===== config.mk =====
export PLATFORM = sky130hd
export DESIGN_NAME = fader_adc_conditioner
export DESIGN_NICKNAME = d
export VERILOG_FILES = /design/src/design/fac_pkg.sv /design/src/design/fac_div.sv /design/src/design/fac_queue.sv /design/src/design/fac_front.sv /design/src/design/fac_back.sv /design/src/design/fader_adc_conditioner.sv
export SDC_FILE = /design/constraint.sdc
export NUM_CORES = 1
export LEC_CHECK = 0
export BUFFER_PORTS_ARGS = -buffer_cell sky130_fd_sc_hd__buf_4
export CAP_MARGIN = 20
export CORE_ASPECT_RATIO = 2
export CORE_UTILIZATION = 36
export CTS_CLUSTER_SIZE = 30
export DETAILED_ROUTE_END_ITERATION = 10
export GPL_TIMING_DRIVEN = 0
export HOLD_SLACK_MARGIN = 0.12
export PLACE_DENSITY = 0.61
export SLEW_MARGIN = 5
export SYNTH_ARGS = -nofsm -noshare
export SYNTH_HDL_FRONTEND = slang
export SYNTH_SLANG_ARGS = --single-unit

===== constraint.sdc =====
create_clock -name clock -period 6.1 [get_ports clock]
set_input_delay 0.305 -clock clock [delete_from_list [all_inputs] [get_ports clock]]
set_output_delay 0.305 -clock clock [all_outputs]
set_load 0.005 [all_outputs]

===== src/design/fac_pkg.sv =====
`timescale 1ns / 1ps

package fac_pkg;

   // Field widths
   localparam int SAMPLE_W = 12;
   localparam int LEVEL_W  = 8;

   // Serial divider for the range map: 20-bit dividend covers the scaled
   // numerator (4095 * 255), 12-bit divisor covers the calibrated range.
   localparam int DIV_NUM_W = 20;
   localparam int DIV_DEN_W = 12;
   localparam int DIV_CNT_W = $clog2(DIV_NUM_W);

   // Queue between front and back
   localparam int QUEUE_DEPTH = 2;
   localparam int QUEUE_PTR_W = $clog2(QUEUE_DEPTH);
   localparam int QUEUE_CNT_W = $clog2(QUEUE_DEPTH + 1);

   // Register map
   localparam int CSR_IDX_W = 2;
   localparam logic [CSR_IDX_W-1:0] CSR_HYSTERESIS = 2'd0;
   localparam logic [CSR_IDX_W-1:0] CSR_USABLE_MIN = 2'd1;
   localparam logic [CSR_IDX_W-1:0] CSR_USABLE_MAX = 2'd2;

   localparam logic [SAMPLE_W-1:0] HYST_RESET = 12'd8;
   localparam logic [SAMPLE_W-1:0] UMIN_RESET = 12'd0;
   localparam logic [SAMPLE_W-1:0] UMAX_RESET = 12'd4095;

   localparam logic [LEVEL_W-1:0] LEVEL_MAX = 8'd255;

   typedef struct packed {
      logic [SAMPLE_W-1:0] hysteresis;
      logic [SAMPLE_W-1:0] usable_min;
      logic [SAMPLE_W-1:0] usable_max;
   } cfg_type;

   typedef struct packed {
      logic                 start;
      logic [DIV_NUM_W-1:0] dividend;
      logic [DIV_DEN_W-1:0] divisor;
   } div_req_type;

   typedef struct packed {
      logic                 done;
      logic [DIV_NUM_W-1:0] quotient;
   } div_rsp_type;

endpackage


===== src/design/fac_div.sv =====
`timescale 1ns / 1ps

// Restoring long divider, one quotient bit per cycle.
module fac_div (
   input  logic                 clock,
   input  logic                 reset,
   input  fac_pkg::div_req_type div_req,
   output fac_pkg::div_rsp_type div_rsp
);
   import fac_pkg::*;

   logic                 busy_ff, busy_in;
   logic                 done_ff, done_in;
   logic [DIV_CNT_W-1:0] cnt_ff, cnt_in;
   logic [DIV_NUM_W-1:0] quo_ff, quo_in;
   logic [DIV_DEN_W-1:0] rem_ff, rem_in;
   logic [DIV_DEN_W-1:0] den_ff, den_in;
   logic [DIV_DEN_W:0]   rem_sh;

   // load operands on start; else one step: shift in next dividend bit, subtract if it fits
   always_comb begin
      busy_in = busy_ff;
      done_in = 1'b0;
      cnt_in  = cnt_ff;
      quo_in  = quo_ff;
      rem_in  = rem_ff;
      den_in  = den_ff;
      rem_sh  = {rem_ff, quo_ff[DIV_NUM_W-1]};
      if (div_req.start) begin
         busy_in = 1'b1;
         cnt_in  = '0;
         quo_in  = div_req.dividend;
         rem_in  = '0;
         den_in  = div_req.divisor;
      end else if (busy_ff) begin
         if (rem_sh >= {1'b0, den_ff}) begin
            rem_in = DIV_DEN_W'(rem_sh - {1'b0, den_ff});
            quo_in = {quo_ff[DIV_NUM_W-2:0], 1'b1};
         end else begin
            rem_in = rem_sh[DIV_DEN_W-1:0];
            quo_in = {quo_ff[DIV_NUM_W-2:0], 1'b0};
         end
         cnt_in = cnt_ff + 1'b1;
         if (cnt_ff == DIV_CNT_W'(DIV_NUM_W - 1)) begin
            busy_in = 1'b0;
            done_in = 1'b1;
         end
      end
   end

   always_ff @(posedge clock) begin
      if (reset) begin
         busy_ff <= 1'b0;
         done_ff <= 1'b0;
      end else begin
         busy_ff <= busy_in;
         done_ff <= done_in;
      end
      cnt_ff <= cnt_in;
      quo_ff <= quo_in;
      rem_ff <= rem_in;
      den_ff <= den_in;
   end

   assign div_rsp.done     = done_ff;
   assign div_rsp.quotient = quo_ff;

endmodule


===== src/design/fac_queue.sv =====
`timescale 1ns / 1ps

// Short register queue between the front and back parts.
module fac_queue #(
   parameter int W = 16
) (
   input  logic         clock,
   input  logic         reset,
   input  logic         push,
   input  logic [W-1:0] push_data,
   output logic         full,
   input  logic         pop,
   output logic [W-1:0] pop_data,
   output logic         empty
);
   import fac_pkg::*;

   logic [W-1:0]           entry_ff [QUEUE_DEPTH];
   logic [QUEUE_PTR_W-1:0] wr_ptr_ff, wr_ptr_in;
   logic [QUEUE_PTR_W-1:0] rd_ptr_ff, rd_ptr_in;
   logic [QUEUE_CNT_W-1:0] cnt_ff, cnt_in;
   logic                   do_push, do_pop;

   assign full     = (cnt_ff == QUEUE_CNT_W'(QUEUE_DEPTH));
   assign empty    = (cnt_ff == '0);
   assign do_push  = push && !full;
   assign do_pop   = pop && !empty;
   assign pop_data = entry_ff[rd_ptr_ff];

   // pointer and fill count
   always_comb begin
      wr_ptr_in = wr_ptr_ff;
      rd_ptr_in = rd_ptr_ff;
      cnt_in    = cnt_ff;
      if (do_push) begin
         wr_ptr_in = (wr_ptr_ff == QUEUE_PTR_W'(QUEUE_DEPTH - 1)) ? '0 : wr_ptr_ff + 1'b1;
      end
      if (do_pop) begin
         rd_ptr_in = (rd_ptr_ff == QUEUE_PTR_W'(QUEUE_DEPTH - 1)) ? '0 : rd_ptr_ff + 1'b1;
      end
      if (do_push && !do_pop) begin
         cnt_in = cnt_ff + 1'b1;
      end else if (do_pop && !do_push) begin
         cnt_in = cnt_ff - 1'b1;
      end
   end

   always_ff @(posedge clock) begin
      if (reset) begin
         wr_ptr_ff <= '0;
         rd_ptr_ff <= '0;
         cnt_ff    <= '0;
      end else begin
         wr_ptr_ff <= wr_ptr_in;
         rd_ptr_ff <= rd_ptr_in;
         cnt_ff    <= cnt_in;
      end
      if (do_push) begin
         entry_ff[wr_ptr_ff] <= push_data;
      end
   end

endmodule


===== src/design/fac_front.sv =====
`timescale 1ns / 1ps

// Front part: takes one sample a cycle while the queue has room and sums each group.
module fac_front #(
   parameter int SAMPLES_PER_READING = 16,
   parameter int SUM_W               = 16
) (
   input  logic                         clock,
   input  logic                         reset,
   input  logic                         req_push,
   input  logic [fac_pkg::SAMPLE_W-1:0] req_adc_sample,
   output logic                         req_full,
   output logic                         q_push,
   output logic [SUM_W-1:0]             q_data,
   input  logic                         q_full
);
   import fac_pkg::*;

   localparam int CNT_W = $clog2(SAMPLES_PER_READING + 1);

   logic [SUM_W-1:0] sum_ff, sum_in;
   logic [CNT_W-1:0] cnt_ff, cnt_in;
   logic             accept, last;
   logic [SUM_W-1:0] sum_next;

   // stall the whole front while the queue has no room
   assign req_full = q_full;
   assign accept   = req_push && !q_full;
   assign last     = (cnt_ff == CNT_W'(SAMPLES_PER_READING - 1));
   assign sum_next = sum_ff + SUM_W'(req_adc_sample);
   assign q_push   = accept && last;
   assign q_data   = sum_next;

   always_comb begin
      sum_in = sum_ff;
      cnt_in = cnt_ff;
      if (accept) begin
         if (last) begin
            sum_in = '0;
            cnt_in = '0;
         end else begin
            sum_in = sum_next;
            cnt_in = cnt_ff + 1'b1;
         end
      end
   end

   always_ff @(posedge clock) begin
      if (reset) begin
         sum_ff <= '0;
         cnt_ff <= '0;
      end else begin
         sum_ff <= sum_in;
         cnt_ff <= cnt_in;
      end
   end

endmodule


===== src/design/fac_back.sv =====
`timescale 1ns / 1ps

// Back part: mean, EMA, hysteresis, range map, result register.
module fac_back #(
   parameter int SAMPLES_PER_READING = 16,
   parameter int SUM_W               = 16
) (
   input  logic                         clock,
   input  logic                         reset,
   input  fac_pkg::cfg_type             cfg,
   input  logic                         q_empty,
   input  logic [SUM_W-1:0]             q_data,
   output logic                         q_pop,
   output fac_pkg::div_req_type         div_req,
   input  fac_pkg::div_rsp_type         div_rsp,
   output logic                         rsp_empty,
   input  logic                         rsp_pop,
   output logic [fac_pkg::SAMPLE_W-1:0] rsp_mean_sample,
   output logic [fac_pkg::SAMPLE_W-1:0] rsp_smoothed,
   output logic [fac_pkg::SAMPLE_W-1:0] rsp_held_value,
   output logic [fac_pkg::LEVEL_W-1:0]  rsp_level
);
   import fac_pkg::*;

   // mean = (sum * ceil(2^S / N)) >> S, exact for every sum below 2^SUM_W
   localparam int MEAN_SHIFT = SUM_W + $clog2(SAMPLES_PER_READING);
   localparam int MEAN_MUL_W = SUM_W + 1;
   localparam int MEAN_PROD_W = SUM_W + MEAN_MUL_W;
   localparam logic [MEAN_MUL_W-1:0] MEAN_MUL = MEAN_MUL_W'(
      ((64'd1 << MEAN_SHIFT) + 64'(SAMPLES_PER_READING) - 64'd1)
      / 64'(SAMPLES_PER_READING));

   typedef enum logic [5:0] {
      ST_IDLE = 6'b000001,
      ST_EMA  = 6'b000010,
      ST_HYST = 6'b000100,
      ST_MAP  = 6'b001000,
      ST_MAPW = 6'b010000,
      ST_OUT  = 6'b100000
   } state_type;

   state_type state_ff, state_in;

   logic [SAMPLE_W-1:0] mean_ff, mean_in;
   logic [SAMPLE_W-1:0] smooth_ff, smooth_in;
   logic                smooth_primed_ff, smooth_primed_in;
   logic [SAMPLE_W-1:0] held_ff, held_in;
   logic                held_primed_ff, held_primed_in;
   logic [LEVEL_W-1:0]  level_ff, level_in;
   logic                out_valid_ff, out_valid_in;
   logic [SAMPLE_W-1:0] out_mean_ff, out_smooth_ff, out_held_ff;
   logic [LEVEL_W-1:0]  out_level_ff;
   logic                out_load;

   logic [MEAN_PROD_W-1:0] mean_prod;
   logic [SAMPLE_W-1:0]   ema_base;
   logic [SAMPLE_W+2:0]   ema_sum;
   logic [SAMPLE_W-1:0]   diff;
   logic signed [SAMPLE_W:0]  num13, den13;
   logic signed [DIV_NUM_W:0] num255;
   logic [DIV_NUM_W-1:0]  abs_num;
   logic [DIV_DEN_W-1:0]  abs_den;
   logic                  map_zero;

   // group mean by reciprocal multiply
   assign mean_prod = MEAN_PROD_W'(q_data) * MEAN_PROD_W'(MEAN_MUL);

   // EMA: (base*7 + mean) / 8, base is the mean itself on the first reading
   assign ema_base = smooth_primed_ff ? smooth_ff : mean_ff;
   assign ema_sum  = ({ema_base, 3'b000} - (SAMPLE_W + 3)'(ema_base)) + (SAMPLE_W + 3)'(mean_ff);

   assign diff = (smooth_ff > held_ff) ? smooth_ff - held_ff : held_ff - smooth_ff;

   // signed map operands; x*255 as x*256 - x
   assign num13    = $signed({1'b0, held_ff}) - $signed({1'b0, cfg.usable_min});
   assign den13    = $signed({1'b0, cfg.usable_max}) - $signed({1'b0, cfg.usable_min});
   assign num255   = ((DIV_NUM_W + 1)'(num13) <<< 8) - (DIV_NUM_W + 1)'(num13);
   assign abs_num  = num255[DIV_NUM_W] ? DIV_NUM_W'(-num255) : num255[DIV_NUM_W-1:0];
   assign abs_den  = den13[SAMPLE_W] ? DIV_DEN_W'(-den13) : den13[DIV_DEN_W-1:0];
   // empty range, zero offset or opposite signs all end at level 0
   assign map_zero = (den13 == '0) || (num13 == '0) || (num13[SAMPLE_W] != den13[SAMPLE_W]);

   assign out_load = (state_ff == ST_OUT) && (!out_valid_ff || rsp_pop);

   // sequencer
   always_comb begin
      state_in         = state_ff;
      mean_in          = mean_ff;
      smooth_in        = smooth_ff;
      smooth_primed_in = smooth_primed_ff;
      held_in          = held_ff;
      held_primed_in   = held_primed_ff;
      level_in         = level_ff;
      q_pop            = 1'b0;
      div_req.start    = 1'b0;
      div_req.dividend = abs_num;
      div_req.divisor  = abs_den;
      case (state_ff)
         ST_IDLE: begin
            if (!q_empty) begin
               q_pop    = 1'b1;
               mean_in  = mean_prod[MEAN_SHIFT +: SAMPLE_W];
               state_in = ST_EMA;
            end
         end
         ST_EMA: begin
            smooth_in        = ema_sum[SAMPLE_W+2:3];
            smooth_primed_in = 1'b1;
            state_in         = ST_HYST;
         end
         ST_HYST: begin
            if (!held_primed_ff || diff > cfg.hysteresis) begin
               held_in        = smooth_ff;
               held_primed_in = 1'b1;
            end
            state_in = ST_MAP;
         end
         ST_MAP: begin
            if (map_zero) begin
               level_in = '0;
               state_in = ST_OUT;
            end else begin
               div_req.start = 1'b1;
               state_in      = ST_MAPW;
            end
         end
         ST_MAPW: begin
            if (div_rsp.done) begin
               level_in = (|div_rsp.quotient[DIV_NUM_W-1:LEVEL_W]) ? LEVEL_MAX
                        : div_rsp.quotient[LEVEL_W-1:0];
               state_in = ST_OUT;
            end
         end
         ST_OUT: begin
            if (out_load) begin
               state_in = ST_IDLE;
            end
         end
         default: begin
            state_in = ST_IDLE;
         end
      endcase
   end

   // result register
   always_comb begin
      out_valid_in = out_valid_ff;
      if (rsp_pop && out_valid_ff) begin
         out_valid_in = 1'b0;
      end
      if (out_load) begin
         out_valid_in = 1'b1;
      end
   end

   always_ff @(posedge clock) begin
      if (reset) begin
         state_ff         <= ST_IDLE;
         smooth_ff        <= '0;
         smooth_primed_ff <= 1'b0;
         held_ff          <= '0;
         held_primed_ff   <= 1'b0;
         out_valid_ff     <= 1'b0;
      end else begin
         state_ff         <= state_in;
         smooth_ff        <= smooth_in;
         smooth_primed_ff <= smooth_primed_in;
         held_ff          <= held_in;
         held_primed_ff   <= held_primed_in;
         out_valid_ff     <= out_valid_in;
      end
      mean_ff  <= mean_in;
      level_ff <= level_in;
      if (out_load) begin
         out_mean_ff   <= mean_ff;
         out_smooth_ff <= smooth_ff;
         out_held_ff   <= held_ff;
         out_level_ff  <= level_ff;
      end
   end

   assign rsp_empty       = !out_valid_ff;
   assign rsp_mean_sample = out_mean_ff;
   assign rsp_smoothed    = out_smooth_ff;
   assign rsp_held_value  = out_held_ff;
   assign rsp_level       = out_level_ff;

endmodule


===== src/design/fader_adc_conditioner.sv =====
`timescale 1ns / 1ps

// Fader ADC conditioner.
// Input queue side: raise req_push with req_adc_sample; the word is taken
// on a clock edge where req_full is low. Result queue side: while rsp_empty
// is low the oldest reading (mean, smoothed, held value, 0..255 level) is
// on the rsp_ ports and is taken on an edge where rsp_pop is high.
// Registers are written through csr_write/csr_index/csr_wdata; index 3 is
// ignored. The user must write them only while the block is idle; the block itself does not enforce this.
// Every SAMPLES_PER_READING samples form one reading and one result word.
// Samples are accepted one per cycle while the two-entry queue between the
// summing front and the back end has room. The back end forms the mean by a
// constant reciprocal multiply, then steps through EMA, hysteresis and the
// range map on the serial divider (skipped when the level is forced to 0)
// before it loads the result word; meanwhile the front goes on summing the
// next group.
// Reset clears the sums, the filter and held state, the queues and restores
// the register defaults. A result word that is not popped holds; the back end
// then stops, the queue fills and req_full rises.
module fader_adc_conditioner #(
   parameter int SAMPLES_PER_READING = 16
) (
   input  logic                          clock,
   input  logic                          reset,
   input  logic                          req_push,
   input  logic [fac_pkg::SAMPLE_W-1:0]  req_adc_sample,
   output logic                          req_full,
   output logic                          rsp_empty,
   input  logic                          rsp_pop,
   output logic [fac_pkg::SAMPLE_W-1:0]  rsp_mean_sample,
   output logic [fac_pkg::SAMPLE_W-1:0]  rsp_smoothed,
   output logic [fac_pkg::SAMPLE_W-1:0]  rsp_held_value,
   output logic [fac_pkg::LEVEL_W-1:0]   rsp_level,
   input  logic                          csr_write,
   input  logic [fac_pkg::CSR_IDX_W-1:0] csr_index,
   input  logic [fac_pkg::SAMPLE_W-1:0]  csr_wdata
);
   import fac_pkg::*;

   localparam int SUM_W = SAMPLE_W + $clog2(SAMPLES_PER_READING);

   cfg_type          cfg_ff, cfg_in;
   logic             q_push, q_full, q_pop, q_empty;
   logic [SUM_W-1:0] q_push_data, q_pop_data;
   div_req_type      div_req;
   div_rsp_type      div_rsp;

   // configuration registers
   always_comb begin
      cfg_in = cfg_ff;
      if (csr_write) begin
         case (csr_index)
            CSR_HYSTERESIS: cfg_in.hysteresis = csr_wdata;
            CSR_USABLE_MIN: cfg_in.usable_min = csr_wdata;
            CSR_USABLE_MAX: cfg_in.usable_max = csr_wdata;
            default: cfg_in = cfg_ff;
         endcase
      end
   end

   always_ff @(posedge clock) begin
      if (reset) begin
         cfg_ff.hysteresis <= HYST_RESET;
         cfg_ff.usable_min <= UMIN_RESET;
         cfg_ff.usable_max <= UMAX_RESET;
      end else begin
         cfg_ff <= cfg_in;
      end
   end

   fac_front #(
      .SAMPLES_PER_READING(SAMPLES_PER_READING),
      .SUM_W(SUM_W)
   ) u_front (
      .clock(clock),
      .reset(reset),
      .req_push(req_push),
      .req_adc_sample(req_adc_sample),
      .req_full(req_full),
      .q_push(q_push),
      .q_data(q_push_data),
      .q_full(q_full)
   );

   fac_queue #(
      .W(SUM_W)
   ) u_queue (
      .clock(clock),
      .reset(reset),
      .push(q_push),
      .push_data(q_push_data),
      .full(q_full),
      .pop(q_pop),
      .pop_data(q_pop_data),
      .empty(q_empty)
   );

   fac_div u_div (
      .clock(clock),
      .reset(reset),
      .div_req(div_req),
      .div_rsp(div_rsp)
   );

   fac_back #(
      .SAMPLES_PER_READING(SAMPLES_PER_READING),
      .SUM_W(SUM_W)
   ) u_back (
      .clock(clock),
      .reset(reset),
      .cfg(cfg_ff),
      .q_empty(q_empty),
      .q_data(q_pop_data),
      .q_pop(q_pop),
      .div_req(div_req),
      .div_rsp(div_rsp),
      .rsp_empty(rsp_empty),
      .rsp_pop(rsp_pop),
      .rsp_mean_sample(rsp_mean_sample),
      .rsp_smoothed(rsp_smoothed),
      .rsp_held_value(rsp_held_value),
      .rsp_level(rsp_level)
   );

endmodule


==> results of run 1 <==
path summary, 6_finish.rpt:
kind | startpoint | end | slack, ps | cells after the start
setup / recovery | u_back.held_ff[0] | u_div.quo_ff[19] | 310 | 25
hold / removal | reset | u_back.state_ff[0] | 130 | 3
setup reg to reg | u_back.held_ff[0] | u_div.quo_ff[19] | 310 | 25
hold reg to reg | u_back.level_ff[6] | u_back.rsp_level[6] | 420 | 0
power by group through the flow:
stage	registers [mW]	logic [mW]	clock network [mW]
finish	1.87	2.49	1.54
global route	1.89	2.80	1.63
CTS	1.88	2.51	1.58
detailed placement	1.91	2.49	0
global placement	1.91	2.43	0
floorplan	1.87	1.96	0
placed cells by master, fill, tap and decap left out, drive strengths merged, types with 4 or more instances in the layout:
| cell type | synthesis | final |
|---|---|---|
| a211o | 4 | 4 |
| a211oi | 16 | 16 |
| a21boi | 17 | 17 |
| a21o | 33 | 33 |
| a21oi | 117 | 117 |
| a22oi | 11 | 11 |
| a31oi | 14 | 14 |
| and2 | 11 | 11 |
| and3 | 6 | 6 |
| buf | 9 | 88 |
| clkbuf | 44 | 74 |
| clkinv | 0 | 8 |
| dfxtp | 113 | 113 |
| dlygate4sd3 | 0 | 15 |
| edfxtp | 120 | 120 |
| fa | 15 | 15 |
| ha | 110 | 110 |
| inv | 139 | 140 |
| mux2 | 23 | 23 |
| mux2i | 38 | 38 |
| nand2 | 104 | 104 |
| nand2b | 16 | 16 |
| nand3 | 24 | 24 |
| nand3b | 15 | 15 |
| nand4 | 15 | 15 |
| nand4b | 4 | 4 |
| nor2 | 165 | 165 |
| nor2b | 16 | 16 |
| nor3 | 16 | 16 |
| nor3b | 5 | 5 |
| nor4 | 8 | 8 |
| o211ai | 9 | 9 |
| o21a | 24 | 24 |
| o21ai | 50 | 50 |
| o21bai | 12 | 12 |
| o31ai | 10 | 10 |
| or2 | 10 | 10 |
| or3 | 4 | 4 |
| xnor2 | 82 | 82 |
| xor2 | 31 | 31 |
sequential cells by signal, indices dropped and copies added (netlist names), 16 cells and up:
register / cells
cfg_ff: 36
u_queue.entry_ff: 24
u_div.quo_ff: 20
u_front.sum_ff: 16
cell families after synthesis:
group | share of synthesized area [%]
DFF | 40.7
muxes | 4.46
xor gates and xnor gates | 7.02
buffers and inverters | 5.16
AOI/OAI and AO/OA | 16.7
and+or+nand+nor | 14.4
adders and majority gates | 11.6
metal layers:
| metal | global-route usage (%) | routed length, um | vias up | part of all wire [%] |
|---|---|---|---|---|
| li1 | - | - | 5561 | - |
| met1 | 15.2 | 11600 | 5278 | 31 |
| met2 | 39.6 | 22100 | 185 | 60 |
| met3 | 1.81 | 958 | 103 | 2.6 |
| met4 | 11.6 | 2430 | 0 | 6.5 |
| met5 | 0 | 0 | - | 0 |
per-stage QoR:
stage                     hold WS, ps  total power [mW]  util (%)  area [um2]  instances
final                             130              5.90      42.4       16700       2173
after global routing              129              6.31      42.4       16700       2173
after CTS                         129              5.96      42.3       16700       2173
after detailed placement          406              4.40      39.9       15700       2114
after global placement            403              4.34      39.7       15600       2111
after floorplan                   400              3.83         -       14400       1510
cell type report:
type,count,area share (%)
Buffer,53,1.36
Tap cell,525,3.93
Clock inverter,14,1.02
Clock buffer,30,3.92
Sequential cell,233,35.1
Multi-Input combinational cell,1085,46.9
Timing Repair Buffer,94,4.69
Inverter,139,3.12
Yosys cell counts (4+ instances only):
master and count:
nor2_1 164, nor2b_1 16, or2_2 10, a211oi_1 15
xnor2_1 80, a31oi_1 14, o21ai_0 46, buf_2 4
ha_1 110, o21a_1 24, dfxtp_1 113, o211ai_1 9
nand4_1 15, and3_1 6, nor3b_1 5, a21o_1 33
fa_1 15, nand4b_1 4, nand3b_1 15, a21boi_0 15
nor4_1 6, xor2_1 30, nand3_1 24, mux2i_1 37
a22oi_1 11, a21oi_1 116, a211o_1 4, o21bai_1 12
clkbuf_1 44, nand2_1 103, mux2_2 23, edfxtp_1 120
and2_1 11, inv_1 139, o21ai_1 4, or3_1 4
o31ai_1 10, nand2b_1 16, nor3_1 15
timing repair:
item                                    in CTS  in global routing
buffers inserted                             0                  0
endpoints found under the hold margin       37                  0
endpoints found under the setup margin       0                 24
gates resized for setup                      0                 11
hold buffers                                15                  0
worst reg2reg max path, stage by stage, from the launching register on:
cell	delay, ps
dfxtp_1	360
inv_1	110
ha_1	160
inv_1	50
fa_1	460
a21oi_1	250
nor2_1	110
o311ai_2	330
and2_1	190
buf_6	130
o21a_1	290
inv_2	160
ha_1	300
clkbuf_1	220
a21o_1	250
a21o_1	200
and2_1	160
or2_2	320
a21oi_1	160
nor3b_1	70
a311oi_1	200
mux2i_1	130
xor2_1	190
o41ai_2	380
xnor2_1	220
a21oi_1	130
==> summary.md, run 1 <==
| Metric | Value |
|---|---|
| WP data required | roughly 6400 ps |
| Die height | 285 um |
| Number of flops mapped to enable cells by yosys | 120 |
| Initial antenna violation count | 0 |
| TritonCTS Sinks | ~230 |
| Pwr/cell area | 353 mW/mm2 |
| Detail Route Antenna Nets | 0 |
| Sequential Power Share | 31.7% |
| Drt first pass iters | 4 |
| DR DRC count | 0 |
| Startpoint types | flip-flop |
| NetSw | 2.13 mW |
| Async set-reset flop share out of synthesis | 0% |
| Top cell family by delay on the critical path | compound AO/OA/AOI/OAI gates |
| IO Port Bufs | 76 |
| ANT cells | 0 |
| FF+latch count, synth | around 230 |
| Int Pwr | 3.77 mW |
| Final wirelength | 37.1 mm |
| Boundary pin count | 77 |
| Top FF cell, synth | edfxtp_1 |
| # fillers | around 3.9k |
| RSZ-0062 raised after global routing | false |
| Gate power share | 42.2% |
| Initial Util | 36.6% |
| Final setup viols | 0 |
| Grt total ovfl | 0 |
| Net count, final | 1,786 |
| Distinct cells, synth | 89 |
| Min-delay worst type | input pin to flip-flop |
| Peak supply drop | 0.252 mV |
| Reg area | a little under 0.006 mm2 |
| DRT iter0 DRCs | 301 |
| Via density | ~5.1 |
| CTS root buffer | clkbuf_16 |
| Layout area overhead | 15.9% |
| Switching portion of total power | 36.1% |
| Clock power share | 26.1% |
| Worst Tran Pin Value | 1140 ps |
| Worst-skew pair later-pin latency | 540 ps |
| Core Footprint | 0.0394 mm2 |
| Final Worst Setup Slack | roughly 310 ps |
| Clock skew | 17.0 ps |
| GRT Util Overall | 18.6% |
| Critical Path AT | approximately 6000 ps |
| Chip width | roughly 140 um |
| CP max stage delay | between 400 and 500 ps |
| Crit-path most repeated cell | a21oi_1 |
| Row Count | 103 |
| Final Hold Viols | 0 |
| Die area | between 0.04 and 0.05 mm2 |
| Routed via count | 11.1k |
| Rel. slew slack | between 20% and 30% |
| CP Class | flip-flop to flip-flop |
| Number of global-route vias before repair | ~11k |
| CP max-delay cell | fa_1 |
| Layout cell share with drive strength beyond 1 | 11.5% |
| FMAX | 173 MHz |
| Reg clk slew, reported paths | 60 ps |
| Worst setup EP type | flip-flop |
| MaxCap Viol Count | 0 |
| Period minus WS final | 5790 ps |
| Tcrit/Tclk final | roughly 95% |
| Net Count, Synth | 1,666 |
| Synth area leader | edfxtp_1 |
| DP HPWL | 30.4 mm |
| Outcome | completed |
| RD Place Congestion | roughly 0.9 |
| Worst path buffer plus inverter count | 5 |
| Area contributors post-synth | edfxtp_1 25%, dfxtp_1 16%, ha_1 9.5% |
| Num CTS Buffers | 24 |
| WL/cell | 17.1 um |
| Gate Count Post-Synth | 1,510 |
| CTS Buffer Depth | 3 |
| Leak pwr | 6.80 nW |
| Worst slack at placement | 74.8 ps |
| TritonCTS clock tree | built |
| Setup TNS | 0 ps |
| Yosys Warn Count | 0 |
| Synthesized area | roughly 0.014 mm2 |
| Multi-input gate area | 0.00783 mm2 |
| Max-slew violation count | 0 |
| Sequential area share after synthesis | 40.7% |
| First-pass GRT wire length | between 50 and 60 mm |
| Critical-path maximum fanout | 9 |
| Largest net degree at the start of global routing | 22 |
| Total number of H-tree levels | 1 |
| Synth Area per Inst | around 9.5 um2 |
| Synth top area share | 25.0% |
Note: power is estimated with default switching activity, not from simulation.
==> inputs of run 2 (changes only) <==
ABC_AREA = 1   (was unset)
==> run 2 against run 1 <==
Synthesized area grew 2.9%. Setup slack better by 240 ps. Routed wire length increased by 12%. Combinational power rose by 70%. Via count grew 14%. Clock power down 7%.
==> summary.md, run 2 <==
| Metric | Value |
|---|---|
| Outcome | completed |
| Leak pwr | 7.86 nW (+16%) |
| Number of global-route vias before repair | 13.0k (+13%) |
| Min-delay worst type | input pin to flip-flop |
| Worst R2R End | u_back.held_ff[10] |
| Net Count, Synth | 2,027 (+22%) |
| Largest reg by FF count | cfg_ff |
| Rel. slew slack | 29.6% (+6.4 points) |
| WL/cell | 16.4 um (-3.7%) |
| Worst slack at placement | 628 ps (+553 ps) |
| FMAX | 180 MHz (+4.4%) |
| FF+latch count, synth | 233 (unchanged) |
| CTS Buffer Depth | 3 (unchanged) |
| DRT iter0 DRCs | 485 (+61%) |
| Die area | 0.0421 mm2 (+2.8%) |
| Initial Util | 36.7% (+0.090 points) |
| Detail Route Antenna Nets | 0 (unchanged) |
| IO Port Bufs | 75 (-1.3%) |
| Commonest non-fill, non-tap cell in the layout | nand2_1 |
| Startpoint types | flip-flop |
| Worst setup EP type | flip-flop |
| Worst Hold Launch | req_adc_sample[0] |
| MaxCap Viol Count | 0 (unchanged) |
| Num CTS Buffers | 23 (-4.2%) |
| Synth top area share | 24.3% (-0.70 points) |
| DR DRC count | 0 (unchanged) |
| Final Hold Viols | 0 (unchanged) |
| Async set-reset flop share out of synthesis | 0% (unchanged) |
| Reg clk slew, reported paths | 60 ps (about the same) |
| Area contributors post-synth | edfxtp_1 24%, dfxtp_1 15%, nand2_1 10% |
| Drt first pass iters | 4 (unchanged) |
| Total number of H-tree levels | 1 (unchanged) |
| Setup TNS | 0 ps (unchanged) |
| Pwr/cell area | 449 mW/mm2 (+27%) |
| Largest net degree at the start of global routing | 26 (+18%) |
| WP data required | 6550 ps (+190 ps) |
| Synth Area per Inst | 7.93 um2 (-17%) |
| Tcrit/Tclk final | 91.0% (-4.0 points) |
| ANT cells | 0 (unchanged) |
| CTS root buffer | clkbuf_16 |
| Final non-filler cell area | 0.0170 mm2 (+1.8%) |
| Max FFs per register | 36 (unchanged) |
| TritonCTS Sinks | 233 (unchanged) |
| Met3 Wirelength | 1.08 mm (+13%) |
| Post-route insts no fill | 2,535 (+17%) |
| Final Worst Setup Slack | 549 ps (+242 ps) |
| Synth area leader | edfxtp_1 |
| Register-to-Register Path Depth | 25 (unchanged) |
| Yosys Warn Count | 0 (unchanged) |
| Critical Path AT | 6000 ps (-50 ps) |
| GRT Util Overall | 19.9% (+1.2 points) |
| First-pass GRT wire length | 65.0 mm (+11%) |
| Most frequent cells in the layout | 394 x nand2_1, 300 x inv_1, 164 x a21oi_1 |
| Initial antenna violation count | 0 (unchanged) |
| Critical-path maximum fanout | 10 (+1) |
| Post-CTS Setup Inserts | 0 (unchanged) |
| Period minus WS final | 5550 ps (-242 ps) |
| CP Class | flip-flop to flip-flop |
| Final setup viols | 0 (unchanged) |
| Grt total ovfl | 0 (unchanged) |
| Distinct cells, synth | 51 (-43%) |
| Boundary pin count | 77 (unchanged) |
| Top FF cell, synth | edfxtp_1 |
| TritonCTS clock tree | built |
| Layout cell share with drive strength beyond 1 | 10.8% (-0.65 points) |
| RD Place Congestion | 0.926 (+0.48%) |
| Chip width | 146 um (+1.4%) |
| Peak supply drop | 0.277 mV (+9.6%) |
| Worst Tran Pin Value | 1050 ps (-83.2 ps) |
| DP HPWL | 34.2 mm (+13%) |
| Count leader, synth | nand2_1 |
| Layout area overhead | 14.7% |
| Number of flops mapped to enable cells by yosys | 120 (unchanged) |
| Post-DP Area | 0.0161 mm2 (+2.5%) |
| Largest regs | cfg_ff: 36 flops, u_queue.entry_ff: 24 flops, u_div.quo_ff: 20 flops |
| Top Metal Used | met4 |
| Die height | 289 um (+1.4%) |
| Gate Count Post-Synth | 1,871 (+24%) |
| Inst Count DP | 2,478 (+17%) |
| Core Footprint | 0.0405 mm2 (+2.6%) |
| Synthesized area | 0.0148 mm2 (+2.9%) |
| Post-layout util | 42.1% (-0.32 points) |
| Worst Hold Path Cells | 4 (+1) |
| Row Count | 104 (+0.97%) |
| Wl on met1 | 13.2 mm (+14%) |
| Setup crit start | u_back.smooth_ff[0] |
| Clock skew | 39.9 ps (+22.9 ps) |
| Wire length on met2 | 24.5 mm (+11%) |
| Top post-synthesis cells by count | 394 x nand2_1, 300 x inv_1, 164 x a21oi_1 |
| Max-slew violation count | 0 (unchanged) |
| Net count, final | 2,144 (+20%) |
| RSZ-0062 raised after global routing | false |
| Sequential area share after synthesis | 39.5% (-1.1 points) |
| Routed via count | 12.7k (+14%) |
| R2R Setup Slk | 550 ps (+240 ps) |
| Via density | 5.00 (-2.3%) |
| Final wirelength | 41.7 mm (+12%) |
| Worst Hold Endpoint | u_front.sum_ff[0] |
| Worst-skew pair later-pin latency | 550 ps (about the same) |
| Reg-to-Reg Start | u_back.smooth_ff[0] |
run 2: cell types whose count changed in the layout (fill, tap and decap cells not counted), moves of 19 or more:
cell	delta
o21a_1	-19
nor2_1	-78
nand2_2	+31
o21ai_0	+75
mux2_2	-23
nand2_1	+291
inv_1	+162
nand3_1	+78
a21oi_1	+48
xnor2_1	-54
a21o_1	-25
mux2i_1	-37
run 2: cell type report:
cell class / count / area [um2]
inverter: 317 / 1190
clock buffer: 33 / 664
fill: 3999 / 23500
buffer: 42 / 185
sequential: 233 / 5870
tap: 530 / 663
multi-input combinational: 1279 / 7600
clock inverter: 9 / 86.3
timing repair buffer: 92 / 763
run 2: cell families after synthesis:
group	count (synthesis)	share of synthesized area, %
AOI/OAI and AO/OA	356	13.2
xor gates and xnor gates	75	4.53
adders and majority gates	125	11.3
buffers and inverters	359	9.27
DFF	233	39.5
and+or+nand+nor	723	22.1
run 2: worst max path at each step:
stage                                     to  slack, ps  cells after the start
after floorplan           u_back.held_ff[10]       2280                     22
final                     u_back.held_ff[10]        550                     25
after global routing       u_back.held_ff[7]        210                     25
after detailed placement  u_back.held_ff[10]        630                     25
after global placement     u_back.held_ff[8]        700                     25
after CTS                 u_back.held_ff[10]        540                     25
run 2: power by group:
part           leakage [nW]  total, mW  internal (mW)  switching (mW)
Clock                 0.365       1.43          0.807           0.627
Sequential             2.00       1.97           1.83           0.140
Combinational          5.50       4.24           1.53            2.71
run 2: per-layer routing:
metal / global-route usage (%) / vias up
met5: 0 / -
met1: 16.0 / 5885
met2: 43.2 / 268
met3: 1.78 / 137
met4: 13.8 / 0
li1: - / 6386
run 2: metrics by stage:
stage / total power [mW] / hold slack (ps)
global placement: 6.10 / 410
detailed placement: 6.20 / 416
CTS: 7.68 / 150
global route: 8.29 / 191
floorplan: 5.14 / 400
finish: 7.64 / 167
run 2: repair_timing:
item | in CTS | in global routing
gates resized for setup | 0 | 0
hold buffers | 13 | 0
hold endpoints to repair | 26 | 0
run 2: worst max-delay path: stages (launching register included):
cell      delay (ps)
dfxtp_1          410
inv_1            190
ha_1             230
inv_1             70
fa_1             350
inv_1             70
o21ai_0          180
nand2_1           90
and3_1           160
o21ai_0           90
nand2_1          140
clkinv_1         300
o21ai_0          420
o221ai_1         180
xor2_1           210
inv_1             70
ha_1             280
nand2_1           60
inv_1             70
nand3_1          100
o41ai_1          800
nand2_1          100
nand2_1          200
clkbuf_1         390
o21ai_0          150
a21oi_1          150
==> inputs of run 3 (changes only) <==
CORE_MARGIN = 4   (was unset)
RECOVER_POWER = 25   (was unset)
==> run 3 against run 2 <==
Critical path depth is the same. Sequential share of layout area shrank 0.16 points. Power grew 1.6%. Setup slack gained 130 ps. Final cell count grew 0.20%. Global-route usage shrank 1.1 points. Sequential power is essentially flat. Utilization shrank 0.20 points. Via count shrank 0.38%.
==> summary.md, run 3 (synthesis gave the netlist of run 2 again) <==
| Metric | Value |
|---|---|
| Setup TNS | 0 ps (unchanged) |
| Pwr/cell area | 454 mW/mm2 (+1.1%) |
| Core Footprint | 0.0409 mm2 (+0.96%) |
| Detail Route Antenna Nets | 0 (unchanged) |
| Peak supply drop | 0.264 mV (-4.6%) |
| Min-delay worst type | input pin to flip-flop |
| WL/cell | 16.6 um (+0.79%) |
| Largest net degree at the start of global routing | 29 (+12%) |
| CTS root buffer | clkbuf_16 |
| Drt first pass iters | 5 (+1) |
| Clock skew | 25.8 ps (-14.1 ps) |
| Post-layout util | 41.8% (-0.20 points) |
| Leak pwr | 7.88 nW (+0.26%) |
| Worst R2R End | u_back.held_ff[6] |
| DP HPWL | 34.7 mm (+1.4%) |
| Tcrit/Tclk final | 88.9% (-2.1 points) |
| Critical-path maximum fanout | 10 (unchanged) |
| Layout area overhead | 15.3% |
| Die height | 295 um (+2.1%) |
| Max-slew violation count | 0 (unchanged) |
| Most frequent cells in the layout | 394 x nand2_1, 300 x inv_1, 164 x a21oi_1 |
| Number of global-route vias before repair | 12.9k (-0.21%) |
| DR DRC count | 0 (unchanged) |
| Grt total ovfl | 0 (unchanged) |
| FMAX | 184 MHz (+2.3%) |
| Post-DP Area | 0.0161 mm2 (-0.18%) |
| Period minus WS final | 5420 ps (-126 ps) |
| Initial antenna violation count | 0 (unchanged) |
| WP data required | 6560 ps (about the same) |
| Reg-to-Reg Start | u_back.smooth_ff[0] |
| Die area | 0.0447 mm2 (+6.3%) |
| Worst-skew pair later-pin latency | 540 ps (about the same) |
| Largest regs | cfg_ff: 36 flops, u_queue.entry_ff: 24 flops, u_div.quo_ff: 20 flops |
| RD Place Congestion | 0.905 (-2.3%) |
| MaxCap Viol Count | 0 (unchanged) |
| Num CTS Buffers | 23 (unchanged) |
| Final non-filler cell area | 0.0171 mm2 (+0.48%) |
| Layout cell share with drive strength beyond 1 | 10.9% (+0.050 points) |
| IO Port Bufs | 75 (unchanged) |
| Via density | 4.97 (-0.57%) |
| Total number of H-tree levels | 1 (unchanged) |
| Rel. slew slack | 34.9% (+5.4 points) |
| First-pass GRT wire length | 65.1 mm (+0.13%) |
| Final wirelength | 42.1 mm (+0.99%) |
| Startpoint types | flip-flop |
| TritonCTS Sinks | 233 (unchanged) |
| RSZ-0062 raised after global routing | false |
| Max FFs per register | 36 (unchanged) |
| Routed via count | 12.6k (-0.38%) |
| GRT Util Overall | 18.7% (-1.1 points) |
| R2R Setup Slk | 680 ps (+130 ps) |
| Boundary pin count | 77 (unchanged) |
| Worst Hold Path Cells | 4 (unchanged) |
| Outcome | completed |
| Initial Util | 36.3% (-0.35 points) |
| Worst setup EP type | flip-flop |
| Final Hold Viols | 0 (unchanged) |
| Worst Tran Pin Value | 967 ps (-87.1 ps) |
| Chip width | 152 um (+4.1%) |
| Post-CTS Setup Inserts | 0 (unchanged) |
| TritonCTS clock tree | built |
| CP Class | flip-flop to flip-flop |
| Worst Hold Endpoint | u_front.sum_ff[0] |
| Reg clk slew, reported paths | 70 ps (about the same) |
| DRT iter0 DRCs | 485 (unchanged) |
| Worst hold slack | 156 ps (-10.9 ps) |
| Largest reg by FF count | cfg_ff |
| Row Count | 105 (+0.96%) |
| Net count, final | 2,144 (unchanged) |
| CTS Buffer Depth | 3 (unchanged) |
| Worst Hold Launch | req_adc_sample[0] |
| Register-to-Register Path Depth | 25 (unchanged) |
| Critical Path AT | 5880 ps (-120 ps) |
| # fillers | 4,107 (+2.7%) |
| Commonest non-fill, non-tap cell in the layout | nand2_1 |
| ANT cells | 0 (unchanged) |
| Final setup viols | 0 (unchanged) |
[run 3: changes by cell type in the layout (fill, tap and decap cells not counted), sizes merged]
cell	change
clkinvlp	+2
clkbuf	+11
buf	-18
clkinv	+1
bufinv	+4
[run 3: critical path, cell delays in order (launching register included)]
cell and delay (ps):
dfxtp_1 400, inv_1 160, ha_1 240, inv_1 70, fa_1 360, inv_1 80, o21ai_0 180, nand2_1 100
and3_1 160, o21ai_0 70, nand2_1 130, clkinv_1 270, o21ai_0 410, o221ai_1 190, xor2_1 210, inv_1 80
ha_1 270, nand2_1 70, inv_1 70, nand3_1 100, o41ai_1 760, nand2_1 100, nand2_1 180, clkbuf_1 380
o21ai_0 140, a21oi_1 140
[run 3: stage by stage]
step	total power [mW]	instances	setup WS (ps)
finish	7.76	2540	675
global route	8.43	2540	251
CTS	7.82	2537	634
detailed placement	6.18	2482	718
global placement	6.08	2481	726
floorplan	5.14	1871	2280
[run 3: worst max-delay path by stage]
| stage | startpoint | slack (ps) | endpoint | cells past startpoint |
|---|---|---|---|---|
| after floorplan | u_back.held_ff[4] | 2280 | u_back.held_ff[10] | 22 |
| after global placement | u_back.smooth_ff[0] | 730 | u_back.held_ff[8] | 23 |
| after detailed placement | u_back.smooth_ff[0] | 720 | u_back.held_ff[6] | 25 |
| after CTS | u_back.smooth_ff[0] | 630 | u_back.held_ff[6] | 23 |
| after global routing | u_back.smooth_ff[0] | 250 | u_back.held_ff[6] | 23 |
| final | u_back.smooth_ff[0] | 680 | u_back.held_ff[6] | 25 |
[run 3: metal layers]
metal | part of all wire [%] | vias up | global-route usage (%)
li1 | - | 6391 | -
met1 | 31 | 5875 | 15.4
met2 | 59 | 235 | 39.8
met3 | 2.6 | 127 | 1.79
met4 | 6.9 | 0 | 11.5
met5 | 0 | - | 0
[run 3: timing repair]
action	CTS	global route
resized for setup	0	0
hold endpoints to repair	31	0
hold buffers	13	0
[run 3: final cells by class]
| cell class | instances | area, um2 | area share (%) |
|---|---|---|---|
| inverter | 317 | 1190 | 6.96 |
| sequential | 233 | 5870 | 34.3 |
| timing repair buffer | 92 | 737 | 4.31 |
| clock buffer | 26 | 618 | 3.61 |
| clock inverter | 16 | 234 | 1.37 |
| multi-input combinational | 1279 | 7600 | 44.4 |
| buffer | 42 | 185 | 1.08 |
| tap | 535 | 669 | 3.91 |
[run 3: power breakdown]
group          total [mW]  internal [mW]  switching (mW)
combinational        4.20           1.53            2.67
clock                1.60          0.952           0.650
sequential           1.96           1.83           0.132
total                7.76           4.31            3.45
